$ cat src/design/assert_macros.svh
// Assertion helpers shared by the allocator modules.
`ifndef ASSERT_MACROS_SVH
`define ASSERT_MACROS_SVH

// Check a property on every clock edge outside reset.
`define ASSERT_CLK(lbl, prop, msg) \
   lbl: assert property (@(posedge clock) disable iff (reset) prop) else $error(msg);

// Check that a condition implies a consequence on the same edge.
`define ASSERT_IMPL(lbl, ante, cons, msg) \
   `ASSERT_CLK(lbl, (ante) |-> (cons), msg)

`endif

$ cat src/design/btffa_pkg.sv
package btffa_pkg;

   localparam int ARENA_GRANULES_DEF = 4096;
   localparam int GRANULE_BYTES_DEF  = 64;
   localparam int ADDR_W             = 18;
   localparam int BYTES_W            = 32;
   localparam int REQ_DATA_W         = 56;
   localparam int RSP_DATA_W         = 24;

   localparam logic OP_ALLOC = 1'b0;
   localparam logic OP_FREE  = 1'b1;

   typedef enum logic [4:0] {
      S_INIT0, S_INIT1, S_IDLE,
      S_WALK_RD, S_WALK_CHK,
      S_UNL1, S_UNL2,
      S_SPLIT1, S_SPLIT2,
      S_PUSH1, S_PUSH2,
      S_MARK, S_FAIL,
      S_F_START, S_F_SIZE, S_F_CHKN, S_F_RDP, S_F_CHKP, S_F_BACK, S_F_DONE
   } state_type;

   typedef enum logic [4:0] {
      CMD_NONE, CMD_INIT0, CMD_INIT1, CMD_ACCEPT,
      CMD_WALK_RD, CMD_WALK_NEXT, CMD_TAKE,
      CMD_UNL1, CMD_UNL2, CMD_SPLIT1, CMD_SPLIT2,
      CMD_PUSH1, CMD_PUSH2, CMD_MARK, CMD_FAIL,
      CMD_F_START, CMD_F_SIZE, CMD_F_MERGE_N, CMD_F_RD_P, CMD_F_MERGE_P,
      CMD_F_BACK, CMD_DONE_FREE
   } cmd_type;

   typedef struct packed {
      logic rsp_full;
      logic is_free;
      logic free_bad;
      logic cur_none;
      logic steps_out;
      logic fits;
      logic rd_next_in;
      logic rd_free;
      logic prev_ok;
      logic split_ok;
   } status_type;

endpackage

$ cat src/design/btffa_ctrl.sv
`include "assert_macros.svh"

module btffa_ctrl (
   input  logic                   clock,
   input  logic                   reset,
   input  logic                   req_tvalid,
   output logic                   req_tready,
   input  btffa_pkg::status_type  status,
   output btffa_pkg::cmd_type     cmd
);

   btffa_pkg::state_type state_ff, state_in;
   btffa_pkg::state_type ret_ff, ret_in;

   // State and return registers
   always_ff @(posedge clock) begin
      if (reset) begin
         state_ff <= btffa_pkg::S_INIT0;
         ret_ff   <= btffa_pkg::S_IDLE;
      end else begin
         state_ff <= state_in;
         ret_ff   <= ret_in;
      end
   end

   assign req_tready = (state_ff == btffa_pkg::S_IDLE);

   // Sequence the request through the datapath
   always_comb begin
      state_in = state_ff;
      ret_in   = ret_ff;
      cmd      = btffa_pkg::CMD_NONE;
      case (state_ff)
         btffa_pkg::S_INIT0: begin
            cmd      = btffa_pkg::CMD_INIT0;
            state_in = btffa_pkg::S_INIT1;
         end
         btffa_pkg::S_INIT1: begin
            cmd      = btffa_pkg::CMD_INIT1;
            state_in = btffa_pkg::S_IDLE;
         end
         btffa_pkg::S_IDLE: begin
            if (req_tvalid) begin
               cmd = btffa_pkg::CMD_ACCEPT;
               state_in = btffa_pkg::S_WALK_RD;
            end
         end
         btffa_pkg::S_WALK_RD: begin
            if (status.is_free) begin
               state_in = status.free_bad ? btffa_pkg::S_F_DONE : btffa_pkg::S_F_START;
            end else if (status.cur_none || status.steps_out) begin
               state_in = btffa_pkg::S_FAIL;
            end else begin
               cmd      = btffa_pkg::CMD_WALK_RD;
               state_in = btffa_pkg::S_WALK_CHK;
            end
         end
         btffa_pkg::S_WALK_CHK: begin
            if (status.fits) begin
               cmd      = btffa_pkg::CMD_TAKE;
               ret_in   = btffa_pkg::S_SPLIT1;
               state_in = btffa_pkg::S_UNL1;
            end else begin
               cmd      = btffa_pkg::CMD_WALK_NEXT;
               state_in = btffa_pkg::S_WALK_RD;
            end
         end
         btffa_pkg::S_UNL1: begin
            cmd      = btffa_pkg::CMD_UNL1;
            state_in = btffa_pkg::S_UNL2;
         end
         btffa_pkg::S_UNL2: begin
            cmd      = btffa_pkg::CMD_UNL2;
            state_in = ret_ff;
         end
         btffa_pkg::S_SPLIT1: begin
            if (status.split_ok) begin
               cmd      = btffa_pkg::CMD_SPLIT1;
               state_in = btffa_pkg::S_SPLIT2;
            end else begin
               state_in = btffa_pkg::S_MARK;
            end
         end
         btffa_pkg::S_SPLIT2: begin
            cmd      = btffa_pkg::CMD_SPLIT2;
            state_in = btffa_pkg::S_PUSH1;
         end
         btffa_pkg::S_PUSH1: begin
            cmd      = btffa_pkg::CMD_PUSH1;
            state_in = btffa_pkg::S_PUSH2;
         end
         btffa_pkg::S_PUSH2: begin
            cmd      = btffa_pkg::CMD_PUSH2;
            state_in = status.is_free ? btffa_pkg::S_F_DONE : btffa_pkg::S_MARK;
         end
         btffa_pkg::S_MARK: begin
            if (!status.rsp_full) begin
               cmd      = btffa_pkg::CMD_MARK;
               state_in = btffa_pkg::S_IDLE;
            end
         end
         btffa_pkg::S_FAIL: begin
            if (!status.rsp_full) begin
               cmd      = btffa_pkg::CMD_FAIL;
               state_in = btffa_pkg::S_IDLE;
            end
         end
         btffa_pkg::S_F_START: begin
            cmd      = btffa_pkg::CMD_F_START;
            state_in = btffa_pkg::S_F_SIZE;
         end
         btffa_pkg::S_F_SIZE: begin
            cmd      = btffa_pkg::CMD_F_SIZE;
            state_in = status.rd_next_in ? btffa_pkg::S_F_CHKN : btffa_pkg::S_F_RDP;
         end
         btffa_pkg::S_F_CHKN: begin
            if (status.rd_free) begin
               cmd      = btffa_pkg::CMD_F_MERGE_N;
               ret_in   = btffa_pkg::S_F_RDP;
               state_in = btffa_pkg::S_UNL1;
            end else begin
               state_in = btffa_pkg::S_F_RDP;
            end
         end
         btffa_pkg::S_F_RDP: begin
            if (status.prev_ok) begin
               cmd      = btffa_pkg::CMD_F_RD_P;
               state_in = btffa_pkg::S_F_CHKP;
            end else begin
               state_in = btffa_pkg::S_F_BACK;
            end
         end
         btffa_pkg::S_F_CHKP: begin
            if (status.rd_free) begin
               cmd      = btffa_pkg::CMD_F_MERGE_P;
               ret_in   = btffa_pkg::S_F_BACK;
               state_in = btffa_pkg::S_UNL1;
            end else begin
               state_in = btffa_pkg::S_F_BACK;
            end
         end
         btffa_pkg::S_F_BACK: begin
            cmd      = btffa_pkg::CMD_F_BACK;
            state_in = btffa_pkg::S_PUSH1;
         end
         btffa_pkg::S_F_DONE: begin
            if (!status.rsp_full) begin
               cmd      = btffa_pkg::CMD_DONE_FREE;
               state_in = btffa_pkg::S_IDLE;
            end
         end
         default: begin
            state_in = btffa_pkg::S_IDLE;
         end
      endcase
   end

   // A result is only loaded into an empty output register
   `ASSERT_IMPL(a_emit_empty, (cmd == btffa_pkg::CMD_MARK || cmd == btffa_pkg::CMD_FAIL || cmd == btffa_pkg::CMD_DONE_FREE), !status.rsp_full, "result loaded over a pending one")
   // The walk only reads with a live cursor
   `ASSERT_IMPL(a_walk_live, cmd == btffa_pkg::CMD_WALK_RD, !status.cur_none && !status.steps_out, "walk read past end of list")

endmodule

$ cat config.mk
export PLATFORM = sky130hd
export DESIGN_NAME = btffa_ctrl
export DESIGN_NICKNAME = d
export VERILOG_FILES = /design/src/design/btffa_pkg.sv /design/src/design/btffa_ctrl.sv
export VERILOG_INCLUDE_DIRS = /design/src /design/src/design
export SDC_FILE = /design/constraint.sdc
export NUM_CORES = 1
export LEC_CHECK = 0
export ABC_AREA = 1
export BUFFER_PORTS_ARGS = -buffer_cell sky130_fd_sc_hd__buf_2
export CORE_UTILIZATION = 53
export DETAILED_ROUTE_END_ITERATION = 8
export PLACE_DENSITY = 0.8
export SETUP_SLACK_MARGIN = 0.4
export SYNTH_ARGS = -nofsm -noshare
export SYNTH_HDL_FRONTEND = slang
export SYNTH_SLANG_ARGS = --single-unit
$ cat constraint.sdc
create_clock -name clock -period 1.6 [get_ports clock]
set_input_delay 0.24 -clock clock [delete_from_list [all_inputs] [get_ports clock]]
set_output_delay 0.24 -clock clock [all_outputs]
set_load 0.02 [all_outputs]
==> results of run 1 <==
==> metrics by stage <==
stage	cell area, sq um	std cells
2_1_floorplan	996	176
3_3_place_gp	1210	225
3_5_place_dp	1210	225
4_1_cts	1490	244
==> repair_timing <==
item	CTS
gates resized for setup	48
buffers inserted	15
pin swaps	15
endpoints found under the hold margin	0
endpoints found under the setup margin	14
==> routing by layer <==
layer	global-route usage	overflow
met1	0.696	0
met2	0.884	5
met3	0.417	0
met4	0.694	6
met5	0	0
==> kinds of logic after synthesis <==
family	after synthesis	synth area share
buffers and inverters	25	0.103
AND/OR/NAND/NOR	121	0.577
flip-flops	8	0.174
AO/OA/AOI/OAI	22	0.145
==> cell usage after synthesis, drive strengths merged <==
cell	instances	area, sq um
inv	24	90.1
a21oi	9	45.0
nor3b	1	7.51
dfxtp	8	160
o2111ai	3	26.3
buf	1	5.00
nand3	15	75.1
nand4	7	43.8
a211oi	1	7.51
nor2	40	175
nand2	54	210
o21ai	8	47.6
nor3	4	20.0
o211ai	1	7.51
==> metrics.txt, run 1 <==
H-tree Lvls=1; overall die width=43.7 microns; Place WS=0.00358 ns; Seq cells post-synth=8; IO Port Bufs=18; CTS sink cnt=8; Starting Density=0.591; Yosys cell types=19; Top-Level Pins=19; number of global-route vias before repair=1862; largest net degree at the start of global routing=9; CTS max path bufs=2; Mapped Area=921 sq um; GRT overflow=11; gp weighted congestion=1.01; Mean Syn Cell Area=5.23 sq um; GR Util All Layers=0.671; CTS buffer count=3; outcome=aborted with a tool error; Post-DP HPWL=2630 microns; FP Rows=14; die height=43.7 microns; sequential share of the synthesized area=0.174; clock root buffer=clkbuf_4; first-pass GRT wire length=9300 microns; Halt Reason=[ERROR GRT-0116] Global routing finished with congestion. Check the congestion regions in the DRC Viewer.; Post-CTS Hold Fix Bufs=0; Gate Count Post-Synth=176; Post-Syn Nets=189; Ys Warns=0; failing step=5_1_grt
==> run 2, diff against run 1 <==
CORE_AREA = 2 2 63 65   (was not set)
CORE_UTILIZATION = not set   (was 53)
DIE_AREA = 0 0 65 67   (was not set)
PLACE_DENSITY = not set   (was 0.8)
PLACE_DENSITY_LB_ADDON = 0.15   (was not set)
SETUP_SLACK_MARGIN = not set   (was 0.4)
==> metrics.txt, run 2 <==
outcome=complete, but fails checks; failing checks=setup timing; Crit Path Max Fanout=6; crit path cell chain=buf_6 -> nor2_4 -> buf_6 -> nand4_1 -> o21ai_1 -> inv_1 -> nand3_1 -> buf_6; die height=67 microns; CP Data Arrival Time=1.55 ns; Post-Syn Nets=189; layout cells sized above 1=0.389; endpoints failing setup=6; biggest cell delay along the critical path=0.33 ns; Seq cells post-synth=8; CP bufs+invs=4; CP Class=reg2out; GR Util All Layers=0.180; initial antenna violation count=0; Fin Setup TNS=-0.888 ns; routed length per instance=12.7 microns; top-count cell post-synth=nand2_1; Place WS=-0.0682 ns; Post-synth top flop=dfxtp_1; Post-Place Cells=277; Post-DP HPWL=3070 microns; IO Port Bufs=18; post-route ant nets=0; post-route cell area=1500 sq um; core area=3610 sq um; drt via density=4.71; Crit path top cell by count=buf_6; FP Rows=22; fill cell count=394; Final Max Tran Viols=0; Peak VDD IR=0.000447 V; Synth top area share=0.208; Gate Count Post-Synth=176; CP startpoint kind=flip-flop; TritonRoute pass-1 iters=4; CP Capture Type=output pin; Top-Level Pins=19; final hold violations=0; CP Data Required Time=1.36 ns; Routed WL=3580 microns; n_diodes=0; min Tclk post-route=1.79 ns; clock root buffer=clkbuf_8; Cell Count, Final, Fillers Out=282; reg2reg path depth=11; Crit-path slowest cell=dfxtp_2; RSZ-0062 raised after global routing=yes; cell family with most CP delay=buffers and inverters; setup ws final=-0.188 ns; Worst R2R Start=state_ff[2]$_SDFFE_PP0P_; die area=4360 sq um; reg2reg end=state_ff[1]$_SDFFE_PP0P_; Min-Delay Path Class=in2reg; CTS max path bufs=2; FMAX=559 MHz; Residual DRC=0; worst-margin pin slew=0.355 ns; setup slack, reg-to-reg=0.07 ns; nets=249; overall die width=65 microns; Ys Warns=0; Slew headroom=0.762; Yosys cell types=19; top cells by area, synth=nand2_1, dfxtp_1, nor2_1; CTS tree=done; number of global-route vias before repair=1299; Pleak=0.803 nW; H-tree Lvls=1; latest clock arrival within the worst-skew pair=0.23 ns; DRT iter0 DRCs=87; Post-synth top cells=nand2_1, nor2_1, inv_1; PD cells=1300 nW/um^2; Worst Setup SP=state_ff[2]$_SDFFE_PP0P_; placed instance area=1340 sq um; Mapped Area=921 sq um; first-pass GRT wire length=5930 microns; Syn-to-layout area delta=62.6%; number of max-cap violations=0; Clock Skew=0.00225 ns; number of flops mapped to enable cells by yosys=0; fin crit share=1.12; most common cell after layout, fill and taps aside=nand2_1; GRT overflow=0; Starting Density=0.255; Largest Register=state_ff; vias=1329; CTS sink cnt=8; commonest cells after routing, fill and taps aside=nand2_1, buf_4, nor2_1; Mean Syn Cell Area=5.23 sq um; Critical Path End=cmd[1]; Synth area leader=nand2_1; Post-CTS Hold Fix Bufs=0; post-synthesis async set-or-reset flop share=0; clock-pin slew on the worst setup and hold paths=0.04 ns; CP Depth=8; largest net degree at the start of global routing=10; Regs by FF count=state_ff: 5 flops, ret_ff: 3 flops; max FFs per register=5; gp weighted congestion=0.892; sequential share of the synthesized area=0.174; CTS buffer count=3
-- run 2: cell counts after synthesis --
Identical to the previous run, type by type.
-- run 2: final cells by class --
type                            count  area [sq um]  area share
Tap cell                           48          60.1      0.0401
Sequential cell                     8           171       0.114
Clock buffer                        3          41.3      0.0276
Inverter                           24          90.1      0.0602
Multi-Input combinational cell    143           726       0.485
Timing Repair Buffer               56           409       0.273
-- run 2: worst min path at each step --
stage	startpoint	cells after the start	slack (ns)	end
after floorplan	reset	1	0.31	ret_ff[4]$_SDFFE_PP0P_
after global placement	ret_ff[4]$_SDFFE_PP0P_	2	0.46	ret_ff[4]$_SDFFE_PP0P_
after detailed placement	ret_ff[4]$_SDFFE_PP0P_	2	0.46	ret_ff[4]$_SDFFE_PP0P_
after CTS	reset	2	0.26	state_ff[4]$_SDFFE_PP0P_
after global routing	reset	2	0.27	state_ff[4]$_SDFFE_PP0P_
final	reset	2	0.26	state_ff[4]$_SDFFE_PP0P_
-- run 2: per-stage QoR --
| stage | power, mW | hold slack [ns] | util |
|---|---|---|---|
| final | 1.95 | 0.261 | 0.415 |
| after global routing | 2.08 | 0.265 | 0.415 |
| after CTS | 1.90 | 0.260 | 0.406 |
| after detailed placement | 1.51 | 0.460 | 0.371 |
| after global placement | 1.54 | 0.458 | 0.371 |
| after floorplan | 0.969 | 0.309 | - |
-- run 2: metal layers --
layer  vias to the layer above  routed length [microns]  GRT usage
met5                         -                        0          0
met4                         0                       89     0.0745
met3                        10                      216     0.0304
met2                        54                     1700      0.318
met1                       578                     1570      0.214
li1                        687                        -          -
-- run 2: repair_timing --
item,4_1_cts,5_1_grt
setup buffers,1,1
resized for setup,31,10
gates cloned,0,0
hold endpoints to repair,0,0
endpoints found under the setup margin,7,11
pin swaps,5,6
-- run 2: kinds of logic (layout without fill, tap and decap cells) --
logic type | Yosys count | in the layout | share of synthesized area
and+or+nand+nor | 121 | 121 | 0.577
buffers and inverters | 25 | 83 | 0.103
AOI/OAI and AO/OA | 22 | 22 | 0.145
DFF | 8 | 8 | 0.174
-- run 2: where the power goes --
group | total, mW | internal [mW] | switching (mW)
registers | 0.307 | 0.252 | 0.0546
logic | 1.40 | 0.625 | 0.774
clock network | 0.240 | 0.163 | 0.0777
total | 1.95 | 1.04 | 0.906
(Power assumes the default switching activity.)
